==> src/design/mrfr_pkg.sv <==
`default_nettype none

package mrfr_pkg;

  localparam int unsigned MaxFrameDefault = 256;

  localparam logic [15:0] CrcInit  = 16'hFFFF;
  localparam logic [15:0] CrcPoly  = 16'hA001;
  localparam logic [8:0]  CountSat = 9'd256;
  localparam logic [16:0] TickSat  = 17'h0FFFF;

  localparam logic [7:0]  OwnAddrReset   = 8'd1;
  localparam logic [15:0] SilenceReset   = 16'd3;
  localparam logic [15:0] ReplyDelReset  = 16'd10;
  localparam logic [15:0] DelayStepReset = 16'd1;

  typedef enum logic [1:0] {
    ACT_TICK    = 2'd0,
    ACT_BYTE    = 2'd1,
    ACT_TX_DONE = 2'd2
  } action_e;

  typedef enum logic [2:0] {
    EV_ACCEPTED   = 3'd0,
    EV_WRONG_ADDR = 3'd1,
    EV_BAD_CRC    = 3'd2,
    EV_TOO_LONG   = 3'd3,
    EV_REPLY_DUE  = 3'd4
  } event_e;

  typedef enum logic [1:0] {
    PH_RECEIVING = 2'd0,
    PH_DELAYING  = 2'd1,
    PH_WAIT_TX   = 2'd2
  } phase_e;

  typedef enum logic [1:0] {
    CFG_OWN_ADDR   = 2'd0,
    CFG_SILENCE    = 2'd1,
    CFG_REPLY_DEL  = 2'd2,
    CFG_DELAY_STEP = 2'd3
  } cfg_idx_e;

  typedef struct packed {
    logic [1:0] action;
    logic [7:0] rx_byte;
  } in_item_t;

  typedef struct packed {
    logic [2:0] event_res;
    logic [8:0] frame_length;
  } out_item_t;

  // item held in the input register, as seen by the frame controller
  typedef struct packed {
    logic     valid;
    in_item_t item;
  } step_t;

  // result offered by the frame controller to the output register
  typedef struct packed {
    logic      valid;
    out_item_t item;
  } res_t;

  // CRC-16/MODBUS, one byte, reflected
  function automatic logic [15:0] crc_byte(input logic [15:0] crc, input logic [7:0] b);
    logic [15:0] c;
    c = crc ^ {8'h00, b};
    for (int i = 0; i < 8; i++) begin
      if (c[0]) begin
        c = (c >> 1) ^ CrcPoly;
      end else begin
        c = c >> 1;
      end
    end
    return c;
  endfunction

endpackage

`default_nettype wire

==> src/design/mrfr_in_stage.sv <==
`default_nettype none

module mrfr_in_stage (
  input  wire logic              clk_i,
  input  wire logic              rst_ni,
  input  wire logic              in_valid_i,
  output logic                   in_ready_o,
  input  wire mrfr_pkg::in_item_t in_item_i,
  input  wire logic              pop_i,
  output mrfr_pkg::step_t        step_o
);

  logic               valid_q, valid_d;
  mrfr_pkg::in_item_t item_q;

  assign in_ready_o = !valid_q || pop_i;

  always_comb begin
    valid_d = valid_q;
    if (in_valid_i && in_ready_o) begin
      valid_d = 1'b1;
    end else if (pop_i) begin
      valid_d = 1'b0;
    end
  end

  always_ff @(posedge clk_i or negedge rst_ni) begin
    if (!rst_ni) begin
      valid_q <= 1'b0;
    end else begin
      valid_q <= valid_d;
    end
  end

  always_ff @(posedge clk_i) begin
    if (in_valid_i && in_ready_o) begin
      item_q <= in_item_i;
    end
  end

  assign step_o.valid = valid_q;
  assign step_o.item  = item_q;

endmodule

`default_nettype wire

==> src/design/mrfr_frame_ctrl.sv <==
`default_nettype none

module mrfr_frame_ctrl #(
  parameter int unsigned MaxFrame = mrfr_pkg::MaxFrameDefault
) (
  input  wire logic            clk_i,
  input  wire logic            rst_ni,
  input  wire logic            cfg_we_i,
  input  wire logic [1:0]      cfg_idx_i,
  input  wire logic [15:0]     cfg_data_i,
  input  wire mrfr_pkg::step_t step_i,
  input  wire logic            adv_i,
  output mrfr_pkg::res_t       res_o
);

  localparam logic [8:0] MaxCount = 9'(MaxFrame);

  logic [7:0]  own_addr_q;
  logic [15:0] silence_q, reply_del_q, delay_step_q;

  mrfr_pkg::phase_e phase_q, phase_d;
  logic [8:0]  cnt_q, cnt_d;
  logic        ovf_q, ovf_d;
  logic [7:0]  first_q, first_d;
  logic [15:0] crc_q, crc_d;
  logic [16:0] tick_q, tick_d;
  logic [16:0] tick_inc;

  always_ff @(posedge clk_i or negedge rst_ni) begin
    if (!rst_ni) begin
      own_addr_q   <= mrfr_pkg::OwnAddrReset;
      silence_q    <= mrfr_pkg::SilenceReset;
      reply_del_q  <= mrfr_pkg::ReplyDelReset;
      delay_step_q <= mrfr_pkg::DelayStepReset;
    end else if (cfg_we_i) begin
      case (cfg_idx_i)
        mrfr_pkg::CFG_OWN_ADDR:   own_addr_q   <= cfg_data_i[7:0];
        mrfr_pkg::CFG_SILENCE:    silence_q    <= cfg_data_i;
        mrfr_pkg::CFG_REPLY_DEL:  reply_del_q  <= cfg_data_i;
        mrfr_pkg::CFG_DELAY_STEP: delay_step_q <= cfg_data_i;
        default: ;
      endcase
    end
  end

  assign tick_inc = (tick_q < mrfr_pkg::TickSat) ? tick_q + 17'd1 : tick_q;

  always_comb begin
    phase_d   = phase_q;
    cnt_d     = cnt_q;
    ovf_d     = ovf_q;
    first_d   = first_q;
    crc_d     = crc_q;
    tick_d    = tick_q;
    res_o     = '0;
    if (adv_i && step_i.valid) begin
      case (phase_q)
        mrfr_pkg::PH_RECEIVING: begin
          if (step_i.item.action == mrfr_pkg::ACT_BYTE) begin
            if (cnt_q == 9'd0) begin
              first_d = step_i.item.rx_byte;
            end
            if (cnt_q >= MaxCount) begin
              ovf_d = 1'b1;
            end
            if (cnt_q < mrfr_pkg::CountSat) begin
              cnt_d = cnt_q + 9'd1;
            end
            crc_d  = mrfr_pkg::crc_byte(crc_q, step_i.item.rx_byte);
            tick_d = '0;
          end else if (step_i.item.action == mrfr_pkg::ACT_TICK && cnt_q != 9'd0) begin
            if (tick_inc < {1'b0, silence_q}) begin
              tick_d = tick_inc;
            end else begin
              // frame ended: judge it and start over
              res_o.valid             = 1'b1;
              res_o.item.frame_length = cnt_q;
              if (ovf_q) begin
                res_o.item.event_res = mrfr_pkg::EV_TOO_LONG;
              end else if (first_q != own_addr_q) begin
                res_o.item.event_res = mrfr_pkg::EV_WRONG_ADDR;
              end else if (cnt_q < 9'd4 || crc_q != 16'd0) begin
                res_o.item.event_res = mrfr_pkg::EV_BAD_CRC;
              end else begin
                res_o.item.event_res = mrfr_pkg::EV_ACCEPTED;
                phase_d              = mrfr_pkg::PH_DELAYING;
              end
              cnt_d   = '0;
              ovf_d   = 1'b0;
              first_d = '0;
              crc_d   = mrfr_pkg::CrcInit;
              tick_d  = '0;
            end
          end
        end
        mrfr_pkg::PH_DELAYING: begin
          if (step_i.item.action == mrfr_pkg::ACT_TICK) begin
            if (tick_q <= {1'b0, reply_del_q}) begin
              // never wraps: tick_q stays within 16 bits here
              tick_d = tick_q + {1'b0, delay_step_q};
            end else begin
              tick_d                  = '0;
              phase_d                 = mrfr_pkg::PH_WAIT_TX;
              res_o.valid             = 1'b1;
              res_o.item.event_res    = mrfr_pkg::EV_REPLY_DUE;
              res_o.item.frame_length = '0;
            end
          end
        end
        mrfr_pkg::PH_WAIT_TX: begin
          if (step_i.item.action == mrfr_pkg::ACT_TX_DONE) begin
            phase_d = mrfr_pkg::PH_RECEIVING;
            cnt_d   = '0;
            ovf_d   = 1'b0;
            first_d = '0;
            crc_d   = mrfr_pkg::CrcInit;
            tick_d  = '0;
          end
        end
        default: begin
          phase_d = mrfr_pkg::PH_RECEIVING;
        end
      endcase
    end
  end

  always_ff @(posedge clk_i or negedge rst_ni) begin
    if (!rst_ni) begin
      phase_q <= mrfr_pkg::PH_RECEIVING;
      cnt_q   <= '0;
      ovf_q   <= 1'b0;
      first_q <= '0;
      crc_q   <= mrfr_pkg::CrcInit;
      tick_q  <= '0;
    end else begin
      phase_q <= phase_d;
      cnt_q   <= cnt_d;
      ovf_q   <= ovf_d;
      first_q <= first_d;
      crc_q   <= crc_d;
      tick_q  <= tick_d;
    end
  end

endmodule

`default_nettype wire

==> src/design/mrfr_out_stage.sv <==
`default_nettype none

module mrfr_out_stage (
  input  wire logic           clk_i,
  input  wire logic           rst_ni,
  input  wire mrfr_pkg::res_t res_i,
  input  wire logic           adv_i,
  output logic                free_o,
  output logic                out_valid_o,
  input  wire logic           out_ready_i,
  output mrfr_pkg::out_item_t out_item_o
);

  logic                valid_q, valid_d;
  logic                load;
  mrfr_pkg::out_item_t item_q;

  assign free_o = !valid_q || out_ready_i;
  assign load   = adv_i && res_i.valid;

  always_comb begin
    valid_d = valid_q;
    if (load) begin
      valid_d = 1'b1;
    end else if (out_ready_i) begin
      valid_d = 1'b0;
    end
  end

  always_ff @(posedge clk_i or negedge rst_ni) begin
    if (!rst_ni) begin
      valid_q <= 1'b0;
    end else begin
      valid_q <= valid_d;
    end
  end

  always_ff @(posedge clk_i) begin
    if (load) begin
      item_q <= res_i.item;
    end
  end

  assign out_valid_o = valid_q;
  assign out_item_o  = item_q;

endmodule

`default_nettype wire

==> src/design/modbus_rtu_frame_receiver.sv <==
// Modbus RTU server link layer: frame end detection, address and CRC check,
// reply timing.
// Input channel (in_valid_i/in_ready_o, in_item_i): one item per accept, a
//   timer tick, a received byte or a transmit-done event.
// Output channel (out_valid_o/out_ready_i, out_item_o): zero or one result per
//   input item: frame accepted, wrong address, bad CRC or short, too long,
//   or reply due (frame_length 0 for reply due).
// Config port: cfg_we_i writes cfg_data_i into the register cfg_idx_i
//   (0 own address, 1 silence ticks, 2 reply delay, 3 delay step) at once.
// Path: an item is held in the input register and judged into the output
//   register, which holds its result; a full, untaken output register holds it back.
// Throughput: one item per cycle unless the output stalls; all frame state updates
//   together, the CRC byte update being one unrolled eight-bit step.
// Stall: when the output register holds an untaken result, the input
//   register still moves on as soon as out_ready_i is high; with out_ready_i
//   low and a result pending, in_ready_o drops after the input register fills.
// Reset: both stages empty, state receiving, CRC 0xFFFF, registers back to
//   address 1, silence 3, reply delay 10, delay step 1.
`default_nettype none

module modbus_rtu_frame_receiver #(
  parameter int unsigned MaxFrame = mrfr_pkg::MaxFrameDefault
) (
  input  wire logic               clk_i,
  input  wire logic               rst_ni,
  input  wire logic               in_valid_i,
  output logic                    in_ready_o,
  input  wire mrfr_pkg::in_item_t in_item_i,
  output logic                    out_valid_o,
  input  wire logic               out_ready_i,
  output mrfr_pkg::out_item_t     out_item_o,
  input  wire logic               cfg_we_i,
  input  wire logic [1:0]         cfg_idx_i,
  input  wire logic [15:0]        cfg_data_i
);

  mrfr_pkg::step_t step;
  mrfr_pkg::res_t  res;
  logic            out_free;
  logic            adv;

  assign adv = step.valid && out_free;

  mrfr_in_stage u_in (
    .clk_i      (clk_i),
    .rst_ni     (rst_ni),
    .in_valid_i (in_valid_i),
    .in_ready_o (in_ready_o),
    .in_item_i  (in_item_i),
    .pop_i      (adv),
    .step_o     (step)
  );

  mrfr_frame_ctrl #(
    .MaxFrame (MaxFrame)
  ) u_ctrl (
    .clk_i      (clk_i),
    .rst_ni     (rst_ni),
    .cfg_we_i   (cfg_we_i),
    .cfg_idx_i  (cfg_idx_i),
    .cfg_data_i (cfg_data_i),
    .step_i     (step),
    .adv_i      (adv),
    .res_o      (res)
  );

  mrfr_out_stage u_out (
    .clk_i       (clk_i),
    .rst_ni      (rst_ni),
    .res_i       (res),
    .adv_i       (adv),
    .free_o      (out_free),
    .out_valid_o (out_valid_o),
    .out_ready_i (out_ready_i),
    .out_item_o  (out_item_o)
  );

endmodule

`default_nettype wire

==> config.mk <==
export PLATFORM = sky130hd
export DESIGN_NAME = modbus_rtu_frame_receiver
export DESIGN_NICKNAME = d
export VERILOG_FILES = /design/src/design/mrfr_pkg.sv /design/src/design/mrfr_in_stage.sv /design/src/design/mrfr_frame_ctrl.sv /design/src/design/mrfr_out_stage.sv /design/src/design/modbus_rtu_frame_receiver.sv
export SDC_FILE = /design/constraint.sdc
export NUM_CORES = 1
export LEC_CHECK = 0
export BUFFER_PORTS_ARGS = -buffer_cell sky130_fd_sc_hd__buf_2
export CORE_MARGIN = 3
export CORE_UTILIZATION = 53
export DETAILED_ROUTE_END_ITERATION = 12
export GPL_ROUTABILITY_DRIVEN = 0
export PLACE_DENSITY = 0.85
export SLEW_MARGIN = 20
export SYNTH_ARGS = -nofsm -noshare
export SYNTH_HDL_FRONTEND = slang
export SYNTH_SLANG_ARGS = --single-unit
==> constraint.sdc <==
create_clock -name clk_i -period 3.8 [get_ports clk_i]
set_input_delay 0.76 -clock clk_i [delete_from_list [all_inputs] [get_ports clk_i]]
set_output_delay 0.76 -clock clk_i [all_outputs]
set_load 0.01 [all_outputs]
==> impl_metrics.tcl <==
set metrics [dict create \
    outcome "finished, violations left" \
    violations "setup timing" \
    post_drt_wl_per_cell_um 23.33 \
    r2r_start "u_ctrl.tick_q[7]" \
    max_freq_mhz 237.1 \
    relSlewSlack 0.2649 \
    path_max_fanout 7 \
    whs_ns 0.4064 \
    grt_pass1_wl_um 31400 \
    dr_total_vias 6735 \
    rsz0062_at_grt "yes" \
    start_util 0.5499 \
    netSwitchingPower_mw 2.512 \
    rrSetupSlack_ns -0.42 \
    cts.sinks 133 \
    clkPwrFrac 0.277 \
    tightest_slew_ns 1.087 \
    synth_most_common_cell "dfrtp_1" \
    antenna_found_initial 0 \
    setup_viol 76 \
    setup.worst_path.start_class "flop" \
    pre_cts_ws_ns -0.1180 \
    die_y_um 126.7 \
    cp-end-kind "flop" \
    grt_pass1_vias 6295 \
    core_um2 14040 \
    ys.flop_type "dfrtp_1" \
    ir_worst_vdd_mv 0.4805 \
    fin_crit_ns 4.218 \
    p_int_mw 4.155 \
    maxCapViolCount 0 \
    skew_ns 0.008921 \
    power_density_nw_per_um2 667.7 \
    finalCritPeriodShare 1.110 \
    die_w_um 126.7 \
    synthCells 722 \
    place_hpwl_um 13080 \
    cts-root-buf "clkbuf_16" \
    timing_max_transition_violations_final 0 \
    ys_warn_count 0 \
    synth-edff-count 22 \
    fillers 816 \
    viasPerCell 6.552 \
    p_total_mw 6.666 \
    drt_iter0_drc 894 \
    synth_area_leader_cell "dfrtp_1" \
    switching_share 0.3768 \
    comb_power_share 0.416 \
    setup_slack_ns -0.4184 \
    clk-insertion-delay-late_ns 0.44 \
    worstHoldPathType "input port to asynchronous set/reset pin" \
    grt_overflow_total 0 \
    arrival_ns 4.49 \
    drive_above_1_share 0.3880 \
    timing.critical_path.from "u_ctrl.tick_q[7]" \
    async_reset_ff_frac 0.8346 \
    r2r-end "u_ctrl.tick_q[0]" \
    seqPwrFrac 0.306 \
    cts_max_path_buffers 2 \
    post_synth.cell_area_avg_um2 10.70 \
    rows 43 \
    wirelength_um 23980 \
    power.leakage_nw 4.245 \
    drt_first_pass_iters 6 \
    grtUsageTotal 0.2477 \
    synth_seq_cells 133 \
    worstPathRequired_ns 4.07 \
    seq_area_frac_synth 0.4488 \
    diodes 0 \
    htree_levels 4 \
    hold_viol 0 \
    route.detailed.drc 0 \
    syn-num-nets 810 \
    die_area_um2 16060 \
    ff2ff_path_depth 15 \
    criticalPathCategory "flop to flop" \
    layout.nets 923 \
    synth_top_area_frac 0.2884 \
    io_buffers 46 \
    boundaryPins 47 \
    yosysUniqueCellTypes 74 \
    yosys-top-cells-area "dfrtp_1, ha_1, edfxtp_1" \
    synthesis.area_um2 7722 \
    cts_tree "built" \
    area_delta_synth_final_pct 29.28 \
    cts_buffers 17 \
    fin_tns_setup_ns -21.88 \
    grt_max_degree 58 \
    synth_common_cells "dfrtp_1, mux2_2, ha_1, inv_1, nor2_1" \
    ant_nets 0 \
    clk_pin_slew_ns 0.07 \
]
-- repair_timing --
| action | CTS | global route |
|---|---|---|
| buffers inserted | 2 | 14 |
| resized for setup | 12 | 127 |
| hold buffers | 0 | 0 |
| cloned | 1 | 4 |
| endpoints found under the setup margin | 66 | 75 |
| pin swaps | 9 | 37 |
-- cells in the final DEF, fill, tap and decap left out, types with 5 or more instances in the layout --
master	netlist	final
a211oi_1	8	6
a21o_1	7	7
a21oi_1	42	25
a21oi_2	0	15
a31oi_4	1	8
and2_1	14	8
and2_4	0	6
and3_1	7	7
buf_2	2	45
buf_4	3	48
buf_6	2	13
bufinv_16	0	5
clkbuf_16	0	19
dfrtp_1	89	88
dfstp_2	22	22
edfxtp_1	22	22
ha_1	54	53
inv_1	52	52
mux2_2	58	57
nand2_1	34	32
nand2b_1	9	8
nand3_1	21	16
nand3_2	1	5
nand4_1	7	7
nor2_1	50	39
nor2_2	0	7
nor2b_1	6	5
nor3_1	9	6
nor4_1	12	11
o21a_1	5	5
o21ai_0	20	10
o21ai_1	1	9
o31ai_2	0	5
xnor2_1	44	41
xor2_1	13	12
-- area by class of cell --
class / instances / area, um2 / area share
Multi-Input combinational cell: 516 / 4543 / 0.4551
Sequential cell: 133 / 3467 / 0.3473
Timing Repair Buffer: 114 / 892.1 / 0.08936
Clock buffer: 19 / 432.9 / 0.04336
Tap cell: 180 / 225.2 / 0.02256
Clock inverter: 13 / 221.5 / 0.02218
Inverter: 53 / 201.4 / 0.02018
-- worst max-delay path, cell delays in order, from the launching register on --
cell and delay [ns]:
dfrtp_1 0.38, nand3_2 0.10, or4_4 0.61, o21ai_4 0.26, buf_6 0.15, xnor2_2 0.08
ha_1 0.34, nand2_1 0.08, nor2_2 0.19, or4b_4 0.52, a2111oi_4 0.44, or4_4 0.25
buf_8 0.15, a21oi_1 0.05, a211oi_1 0.35, a21oi_1 0.11
-- how the worst max path moves through the flow --
| stage | end | depth (start not counted) |
|---|---|---|
| detailed placement | u_ctrl.cnt_q[6] | 14 |
| floorplan | u_out.out_item_o[0] | 13 |
| finish | u_ctrl.tick_q[0] | 15 |
| CTS | u_ctrl.tick_q[4] | 15 |
| global placement | u_ctrl.cnt_q[5] | 14 |
| global route | u_ctrl.tick_q[0] | 15 |
-- sequential cells by signal, indices dropped and copies added (netlist names) --
signal / cells
u_ctrl.reply_del_q: 16
u_ctrl.crc_q: 16
u_ctrl.ovf_q: 1
u_in.step_o: 10
u_ctrl.delay_step_q: 16
u_ctrl.own_addr_q: 8
u_in.valid_q: 1
u_ctrl.tick_q: 17
u_ctrl.phase_q: 2
u_ctrl.first_q: 8
u_ctrl.silence_q: 16
u_out.out_item_o: 12
u_out.out_valid_o: 1
u_ctrl.cnt_q: 9
-- power by group through the flow --
stage	sequential [mW]	combinational, mW	clock, mW
floorplan	1.99	1.43	0
global placement	2.00	1.96	0
detailed placement	2.02	2.03	0
CTS	2.00	2.12	1.83
global route	2.06	2.93	1.92
finish	2.04	2.77	1.85
-- stage by stage --
stage                 util  instance area [um2]  cells
floorplan                -                 7737    722
global placement    0.6043                 8486    976
detailed placement  0.6043                 8486    976
CTS                 0.6556                 9206   1011
global route        0.7110                 9983   1028
finish              0.7110                 9983   1028
-- routing by layer --
metal  up-vias  wire length [um]  GRT usage  share of wire
li1       2835                 -          -              -
met1      3292              9221     0.3227           0.38
met2       488             11420     0.3932           0.48
met3       120              2243    0.06274          0.094
met4         0              1100     0.1091          0.046
met5         -                 0          0              0
-- cells by family after synthesis --
| group | count (synthesis) | synth area share |
|---|---|---|
| XOR/XNOR | 57 | 0.06465 |
| multiplexers | 66 | 0.09495 |
| AO/OA/AOI/OAI | 145 | 0.1301 |
| buffers and inverters | 74 | 0.04229 |
| AND/OR/NAND/NOR | 192 | 0.1291 |
| adder cells (fa/ha/maj) | 55 | 0.09008 |
| flip-flops | 133 | 0.4488 |
No activity file was read; power rests on OpenSTA's default activity.
